<file path="config.mk">
export PLATFORM = sky130hd
export DESIGN_NAME = message_to_frame_segmenter_flat
export DESIGN_NICKNAME = d
export VERILOG_FILES = /design/src/hw/rtl/mtfs_pkg.sv /design/src/hw/rtl/mtfs_if.sv /design/src/hw/rtl/message_to_frame_segmenter.sv /design/src/hw/rtl/mtfs_ram.sv /design/src/flat_wrapper.sv
export SDC_FILE = /design/constraint.sdc
export NUM_CORES = 1
export LEC_CHECK = 0
export ABC_AREA = 1
export BUFFER_PORTS_ARGS = -buffer_cell sky130_fd_sc_hd__buf_2
export CORE_MARGIN = 1
export CORE_UTILIZATION = 35
export CTS_BUF_LIST = sky130_fd_sc_hd__clkbuf_4
export DETAILED_ROUTE_END_ITERATION = 16
export GPL_TIMING_DRIVEN = 1
export PLACE_DENSITY = 0.6
export SKIP_CTS_REPAIR_TIMING = 1
export SLEW_MARGIN = 20
export SYNTH_ARGS = -nofsm -noshare
export SYNTH_HDL_FRONTEND = slang
export SYNTH_SLANG_ARGS = --single-unit
</file>
<file path="constraint.sdc">
create_clock -name clk -period 4.4 [get_ports clk]
set_input_delay 0.22 -clock clk [delete_from_list [all_inputs] [get_ports clk]]
set_output_delay 0.22 -clock clk [all_outputs]
set_load 0.05 [all_outputs]
</file>
<file path="src/hw/rtl/mtfs_pkg.sv">
// Package for the message-to-frame segmenter: byte type and frame constants.
// Has no dependencies. The interfaces and the top level use it; the RAM does not.
package mtfs_pkg;

    typedef logic [7:0] byte_t;

    // Flag byte values, ASCII '1' and '0'.
    localparam byte_t FLAG_LAST    = 8'h31;
    localparam byte_t FLAG_MORE    = 8'h30;
    // The length byte is this value plus the payload count.
    localparam byte_t HEADER_EXTRA = 8'd3;

endpackage

</file>
<file path="src/hw/rtl/mtfs_if.sv">
// Valid/ready channel interfaces for the segmenter's message input and frame output.
// Depends on mtfs_pkg for the byte type.
interface mtfs_in_if;
    import mtfs_pkg::*;

    logic  valid;
    logic  ready;
    byte_t data_byte;
    logic  message_end;

    modport source (output valid, output data_byte, output message_end, input ready);
    modport sink   (input valid, input data_byte, input message_end, output ready);
endinterface

interface mtfs_out_if;
    import mtfs_pkg::*;

    logic  valid;
    logic  ready;
    byte_t frame_byte;
    logic  frame_last_byte;

    modport source (output valid, output frame_byte, output frame_last_byte, input ready);
    modport sink   (input valid, input frame_byte, input frame_last_byte, output ready);
endinterface

</file>
<file path="src/hw/rtl/message_to_frame_segmenter.sv">
// A byte that does not close a frame is accepted while collecting; the closing byte's
// transfer moves the sequencer to its emit state, which loads the frame's first byte into
// the output register once that register is free; it can transfer out from there.
// Throughput: one input byte per cycle while collecting; a frame of PAYLOAD_BYTES+3 bytes
// then goes through the frame sequencer, one byte per cycle through the output register
// when the output does not stall, and input is held off until its flag byte is loaded.
// Reset: asynchronous, active low; clears the fill count, sequence number, sequencer and
// output valid. The payload RAM is not cleared, since unfilled positions are sent as zero.
module message_to_frame_segmenter #(
    parameter int PAYLOAD_BYTES = 10
) (
    input  logic            clk,
    input  logic            rst_n,
    mtfs_in_if.sink         msg_in,
    mtfs_out_if.source      frame_out
);
    import mtfs_pkg::*;

    // Widths follow from the payload size. The frame index runs over header, payload and
    // flag; the fill count must be able to hold PAYLOAD_BYTES itself.
    localparam int AW    = (PAYLOAD_BYTES > 1) ? $clog2(PAYLOAD_BYTES) : 1;
    localparam int CNT_W = $clog2(PAYLOAD_BYTES + 1);
    localparam int IDX_W = $clog2(PAYLOAD_BYTES + 3);
    localparam int CMP_W = IDX_W + 1;

    localparam logic [IDX_W-1:0] IDX_SEQ  = '0;
    localparam logic [IDX_W-1:0] IDX_LEN  = IDX_W'(1);
    localparam logic [IDX_W-1:0] IDX_FLAG = IDX_W'(PAYLOAD_BYTES + 2);
    localparam logic [CNT_W-1:0] CNT_FULL = CNT_W'(PAYLOAD_BYTES);

    // Sequencer states.
    localparam logic ST_COLLECT = 1'b0;
    localparam logic ST_EMIT    = 1'b1;

    logic             state_reg, state_next;
    logic [CNT_W-1:0] fill_reg, fill_next;
    byte_t            seq_reg, seq_next;
    logic             ending_reg, ending_next;
    logic [IDX_W-1:0] idx_reg, idx_next;

    logic             out_valid_reg, out_valid_next;
    byte_t            out_byte_reg, out_byte_next;
    logic             out_last_reg, out_last_next;

    logic             in_xfer;
    logic             load;
    logic [CNT_W-1:0] fill_inc;
    logic             frame_done;
    logic [IDX_W-1:0] pay_idx;
    logic [AW-1:0]    rd_addr;
    byte_t            rd_data;
    logic             pay_valid;
    byte_t            cur_byte;

    // The buffer takes bytes only while collecting; the output register is a separate
    // stage, so a frame's last byte may still wait there while new bytes arrive.
    assign msg_in.ready = (state_reg == ST_COLLECT);
    assign in_xfer      = msg_in.valid && msg_in.ready;
    assign fill_inc     = fill_reg + CNT_W'(1);

    // The sequencer hands a byte to the output register whenever that register is empty
    // or is being emptied in this cycle.
    assign load = (state_reg == ST_EMIT) && (!out_valid_reg || frame_out.ready);
    assign frame_done = load && (idx_reg == IDX_FLAG);

    always_comb
    begin
        idx_next = idx_reg;
        if (load)
        begin
            idx_next = frame_done ? IDX_SEQ : idx_reg + IDX_W'(1);
        end
    end

    // The RAM read is registered. The address is taken from the next index,
    // so the read data always belongs to the index held in idx_reg. Writes happen only
    // while collecting, so no payload read during emission overlaps a write.
    assign pay_idx = idx_next - IDX_W'(2);
    assign rd_addr = pay_idx[AW-1:0];

    mtfs_ram #(
        .WIDTH ($bits(byte_t)),
        .DEPTH (PAYLOAD_BYTES)
    ) u_payload_ram (
        .clk     (clk),
        .wr_en   (in_xfer),
        .wr_addr (fill_reg[AW-1:0]),
        .wr_data (msg_in.data_byte),
        .rd_addr (rd_addr),
        .rd_data (rd_data)
    );

    // Payload positions at or beyond the fill count go out as zero padding.
    assign pay_valid = ({1'b0, idx_reg} < (CMP_W'(fill_reg) + CMP_W'(2)));

    always_comb
    begin
        if (idx_reg == IDX_SEQ)
        begin
            cur_byte = seq_reg;
        end
        else if (idx_reg == IDX_LEN)
        begin
            cur_byte = HEADER_EXTRA + 8'(fill_reg);
        end
        else if (idx_reg == IDX_FLAG)
        begin
            cur_byte = ending_reg ? FLAG_LAST : FLAG_MORE;
        end
        else
        begin
            cur_byte = pay_valid ? rd_data : '0;
        end
    end

    // Collection and frame bookkeeping.
    always_comb
    begin
        state_next  = state_reg;
        fill_next   = fill_reg;
        seq_next    = seq_reg;
        ending_next = ending_reg;
        case (state_reg)
            ST_COLLECT:
            begin
                if (in_xfer)
                begin
                    fill_next = fill_inc;
                    if (msg_in.message_end || (fill_inc == CNT_FULL))
                    begin
                        ending_next = msg_in.message_end;
                        state_next  = ST_EMIT;
                    end
                end
            end
            ST_EMIT:
            begin
                if (frame_done)
                begin
                    fill_next  = '0;
                    state_next = ST_COLLECT;
                    // The sequence number restarts after a message's last frame.
                    seq_next   = ending_reg ? 8'd0 : seq_reg + 8'd1;
                end
            end
            default:
            begin
                state_next = ST_COLLECT;
            end
        endcase
    end

    // Output register.
    always_comb
    begin
        out_valid_next = out_valid_reg;
        out_byte_next  = out_byte_reg;
        out_last_next  = out_last_reg;
        if (load)
        begin
            out_valid_next = 1'b1;
            out_byte_next  = cur_byte;
            out_last_next  = (idx_reg == IDX_FLAG);
        end
        else if (frame_out.ready)
        begin
            out_valid_next = 1'b0;
        end
    end

    always_ff @(posedge clk or negedge rst_n)
    begin
        if (!rst_n)
        begin
            state_reg     <= ST_COLLECT;
            fill_reg      <= '0;
            seq_reg       <= '0;
            ending_reg    <= 1'b0;
            idx_reg       <= '0;
            out_valid_reg <= 1'b0;
        end
        else
        begin
            state_reg     <= state_next;
            fill_reg      <= fill_next;
            seq_reg       <= seq_next;
            ending_reg    <= ending_next;
            idx_reg       <= idx_next;
            out_valid_reg <= out_valid_next;
        end
    end

    always_ff @(posedge clk)
    begin
        out_byte_reg <= out_byte_next;
        out_last_reg <= out_last_next;
    end

    assign frame_out.valid           = out_valid_reg;
    assign frame_out.frame_byte      = out_byte_reg;
    assign frame_out.frame_last_byte = out_last_reg;

endmodule

</file>
<file path="src/hw/rtl/mtfs_ram.sv">
// Generic simple dual-port RAM with one write port and one registered read port.
// Stands alone, with no package dependency.
module mtfs_ram #(
    parameter int WIDTH = 8,
    parameter int DEPTH = 10
) (
    input  logic                                  clk,
    input  logic                                  wr_en,
    input  logic [(DEPTH > 1 ? $clog2(DEPTH) : 1)-1:0] wr_addr,
    input  logic [WIDTH-1:0]                      wr_data,
    input  logic [(DEPTH > 1 ? $clog2(DEPTH) : 1)-1:0] rd_addr,
    output logic [WIDTH-1:0]                      rd_data
);

    logic [WIDTH-1:0] mem [DEPTH];
    logic [WIDTH-1:0] rd_data_reg;

    always_ff @(posedge clk)
    begin
        if (wr_en)
        begin
            mem[wr_addr] <= wr_data;
        end
        rd_data_reg <= mem[rd_addr];
    end

    assign rd_data = rd_data_reg;

endmodule
</file>
<file path="src/flat_wrapper.sv">
// flat-port wrapper written by rule: the top's interface ports become plain ports
module message_to_frame_segmenter_flat import mtfs_pkg::*;
#(
    parameter int PAYLOAD_BYTES = 10
)
  (clk, rst_n, msg_in_valid, msg_in_data_byte, msg_in_message_end, msg_in_ready, frame_out_valid, frame_out_frame_byte, frame_out_frame_last_byte, frame_out_ready);
  mtfs_in_if msg_in_i ();
  mtfs_out_if frame_out_i ();
  input  logic clk;
  input  logic rst_n;
  input wire logic [$bits(msg_in_i.valid)-1:0] msg_in_valid;
  input wire logic [$bits(msg_in_i.data_byte)-1:0] msg_in_data_byte;
  input wire logic [$bits(msg_in_i.message_end)-1:0] msg_in_message_end;
  output wire logic [$bits(msg_in_i.ready)-1:0] msg_in_ready;
  output wire logic [$bits(frame_out_i.valid)-1:0] frame_out_valid;
  output wire logic [$bits(frame_out_i.frame_byte)-1:0] frame_out_frame_byte;
  output wire logic [$bits(frame_out_i.frame_last_byte)-1:0] frame_out_frame_last_byte;
  input wire logic [$bits(frame_out_i.ready)-1:0] frame_out_ready;
  assign msg_in_i.valid = msg_in_valid;
  assign msg_in_i.data_byte = msg_in_data_byte;
  assign msg_in_i.message_end = msg_in_message_end;
  assign msg_in_ready = msg_in_i.ready;
  assign frame_out_valid = frame_out_i.valid;
  assign frame_out_frame_byte = frame_out_i.frame_byte;
  assign frame_out_frame_last_byte = frame_out_i.frame_last_byte;
  assign frame_out_i.ready = frame_out_ready;
  message_to_frame_segmenter #(.PAYLOAD_BYTES(PAYLOAD_BYTES)) u_core (.clk(clk), .rst_n(rst_n), .msg_in(msg_in_i), .frame_out(frame_out_i));
endmodule
</file>
==> flow_metrics.py <==
metrics = {
    "run_status": {
        "outcome": "finished, final reports clean",
    },
    "global_route": {
        "antenna_found_initial": 0,
        "grt_most_used_layer": "met2",
        "grt_pass1_wl_um": 19000,
        "use_met1_pct": 20.95,
        "met2_usage_pct": 24.71,
        "grt_pass1_vias": 3780,
        "met3_usage_pct": 3.823,
        "grt_use_total_pct": 15.66,
        "grt_max_degree": 42,
        "overflow": 0,
    },
    "worst_setup_path": {
        "slowest_stage": "dfrtp_1",
        "r2r_slack_ps": 2030,
        "arrival_ps": 2770,
        "crit_family": "simple AND/OR/NAND/NOR gates",
        "required_ps": 4790,
        "cp_num_buf_inv": 4,
        "crit_fanout": 10,
        "r2r_start": "u_core.idx_reg[0]",
        "start_kind": "register",
        "startpoint": "u_core.idx_reg[0]",
        "path_class": "reg -> reg",
        "r2r-end": "u_core.u_payload_ram.rd_data[4]",
        "path_cells": "inv_1 > ha_1 > nand3_4 > nor2_8 > inv_4 > nand2_1 > nor2_1 > inv_1 > ha_1 > inv_1 > nand3_1 > nand3_1 > nand2_1",
        "crit_top_cell": "inv_1",
        "setup.worst_path.end_class": "register",
        "crit_path_max_incr_delay_ps": 440,
        "reg2regPathDepth": 13,
        "path_depth": 13,
    },
    "finish": {
        "drive_gt1_share_pct": 12.61,
        "top_register": "u_core.u_payload_ram.mem",
        "antenna_cells": 0,
        "final_core_util_pct": 40.57,
        "largest_reg_flops": 80,
        "area_growth_pct": 11.78,
        "layout.nets": 595,
    },
    "clock_tree": {
        "htreeDepth": 4,
        "path_clk_slew_ps": 110,
        "clkLatencyLatePin_ps": 510,
        "tritoncts": "built",
        "clock_path_buffers": 2,
        "root_buffer": "clkbuf_4",
        "numCtsBuffers": 17,
        "cts.sinks": 116,
    },
    "power": {
        "peakVddDrop_mv": 0.2823,
        "finalPower_mw": 4.294,
        "p_leak_nw": 2.650,
        "power_density_mw_per_mm2": 717.4,
    },
    "synth": {
        "ys_types": 33,
        "synth_area_mm2": 0.005355,
        "synth_area_per_cell_um2": 10.10,
        "ys_warn_count": 0,
        "synth_cells": 530,
        "seq_area_frac_synth_pct": 61.78,
        "ys_ff_latch": 116,
        "synth_fp_nets": 559,
    },
    "timing": {
        "setup_viol": 0,
        "finalCriticalPeriod_ps": 2375,
        "rsz0062_at_grt": "no",
        "worst_slack_ps": 2025,
        "max_slew_margin_pct": 34.76,
        "maxSlewViolCount": 0,
        "post-route-period-util_pct": 53.97,
        "fin_setup_tns_ps": 0,
        "tightest_slew_ps": 974.9,
        "fmax_mhz": 421.1,
        "whs_ps": 22.26,
        "hold_viol_final": 0,
        "fin_worst_skew_ps": 21.97,
    },
    "die": {
        "initial_core_util_pct": 36.30,
        "die_y_um": 125.7,
        "std_cell_rows": 44,
        "core_area_mm2": 0.01475,
        "die_x_um": 125.7,
        "pin_count": 24,
        "dieArea_mm2": 0.01580,
    },
    "worst_hold_path": {
        "hold_start": "msg_in_data_byte[2]",
        "holdPathEnd": "u_core.u_payload_ram.mem[4][2]",
        "hold_path_depth": 1,
        "hold_class": "in -> reg",
    },
    "placement": {
        "dp_hpwl_um": 7942,
        "place.gp.congestion": 0.8948,
        "dpl_worst_slack_ps": 2052,
        "io_buffers": 23,
    },
    "detailed_routing": {
        "vias": 3712,
        "drt_iter0_drc": 281,
        "ant_nets": 0,
        "wl_per_cell_um": 14.75,
        "drc_errors": 0,
        "vias_per_cell": 4.865,
        "drtPass1Iterations": 4,
        "wirelength_um": 11250,
    },
    "job": {
        "drv_cap": 0,
    },
}
[cells by family (layout without fill, tap and decap cells)]
logic type	after synthesis	count (layout)	synth area share, %
AO/OA/AOI/OAI	38	38	4.323
XOR/XNOR	5	5	1.168
adder cells (fa/ha/maj)	16	16	3.738
buffers and inverters	100	149	7.477
flip-flops	116	116	61.78
AND/OR/NAND/NOR	255	255	21.52
[Yosys cell counts]
| cell | number | area (µm²) |
|---|---|---|
| dfrtp_1 | 19 | 475.5 |
| or2_2 | 1 | 6.260 |
| edfxtp_1 | 89 | 2673 |
| o21ai_2 | 1 | 8.760 |
| nor2_8 | 1 | 20.02 |
| ha_1 | 16 | 200.2 |
| nor3_1 | 9 | 45.04 |
| a22o_1 | 1 | 8.760 |
| o21ai_4 | 1 | 16.27 |
| inv_4 | 2 | 12.51 |
| clkbuf_1 | 2 | 7.510 |
| nand4_1 | 2 | 12.51 |
| nand3_4 | 2 | 35.03 |
| dfxtp_1 | 8 | 160.2 |
| buf_4 | 1 | 7.510 |
| a41oi_1 | 1 | 8.760 |
| nand2_2 | 1 | 6.260 |
| a21oi_1 | 11 | 55.05 |
| inv_2 | 1 | 3.750 |
| o22ai_1 | 3 | 18.77 |
| xor2_1 | 3 | 26.28 |
| a22oi_1 | 4 | 30.03 |
| xor2_4 | 1 | 27.53 |
| nand2_1 | 121 | 454.2 |
| o21ai_0 | 14 | 70.07 |
| o21bai_1 | 1 | 7.510 |
| o21a_1 | 1 | 7.510 |
| nor2_1 | 19 | 71.32 |
| xnor2_1 | 1 | 8.760 |
| buf_2 | 13 | 65.06 |
| nand2_4 | 1 | 11.26 |
| inv_1 | 81 | 304.0 |
| nand3_1 | 98 | 490.5 |
[report_power, final]
| part | internal [mW] | total, mW | leakage, nW | switching (mW) |
|---|---|---|---|---|
| logic | 0.613 | 2.02 | 1.40 | 1.40 |
| registers | 1.41 | 1.52 | 1.11 | 0.118 |
| clock network | 0.339 | 0.755 | 0.138 | 0.416 |
[cell usage in the layout (no fill, tap or decap), types with 3 or more instances in the layout]
cell type / instances
a21oi_1: 11
a22oi_1: 4
buf_2: 23
buf_4: 7
clkbuf_4: 17
clkinvlp_4: 5
dfrtp_1: 19
dfxtp_1: 8
dlygate4sd3_1: 3
edfxtp_1: 89
ha_1: 16
inv_1: 81
inv_6: 3
nand2_1: 121
nand3_1: 98
nor2_1: 19
nor3_1: 9
o21ai_0: 14
o22ai_1: 3
xor2_1: 3
[worst register-to-register path, stage by stage (launching register included)]
cell,delay [ps]
dfrtp_1,440
inv_1,100
ha_1,250
nand3_4,180
nor2_8,90
inv_4,80
nand2_1,50
nor2_1,120
inv_1,60
ha_1,400
inv_1,260
nand3_1,120
nand3_1,80
nand2_1,60
[area by class of cell]
| cell class | instances | area, µm² |
|---|---|---|
| Fill cell | 1459 | 8768 |
| Sequential cell | 116 | 3308 |
| Multi-Input combinational cell | 314 | 1647 |
| Inverter | 84 | 320.3 |
| Tap cell | 184 | 230.2 |
| Timing Repair Buffer | 33 | 197.7 |
| Clock inverter | 15 | 155.1 |
| Clock buffer | 17 | 127.6 |
[per-stage QoR]
stage | instance area, µm² | cells
2_1_floorplan | 5355 | 530
4_1_cts | 5956 | 760
3_5_place_dp | 5673 | 728
3_3_place_gp | 5673 | 728
5_1_grt | 5986 | 763
6_report | 5986 | 763
[layer usage]
layer / wire [µm] / up-vias
met5: 0 / -
met2: 5128 / 102
met3: 697 / 12
met1: 5309 / 1751
met4: 116 / 0
li1: - / 1847
[worst max path at each step]
stage | endpoint
after floorplan | u_core.u_payload_ram.rd_data[0]
after global placement | u_core.u_payload_ram.mem[8][7]
after detailed placement | u_core.u_payload_ram.rd_data[4]
after CTS | u_core.u_payload_ram.rd_data[4]
after global routing | u_core.u_payload_ram.rd_data[0]
final | u_core.u_payload_ram.rd_data[4]
No activity file was read; power rests on OpenSTA's default activity.
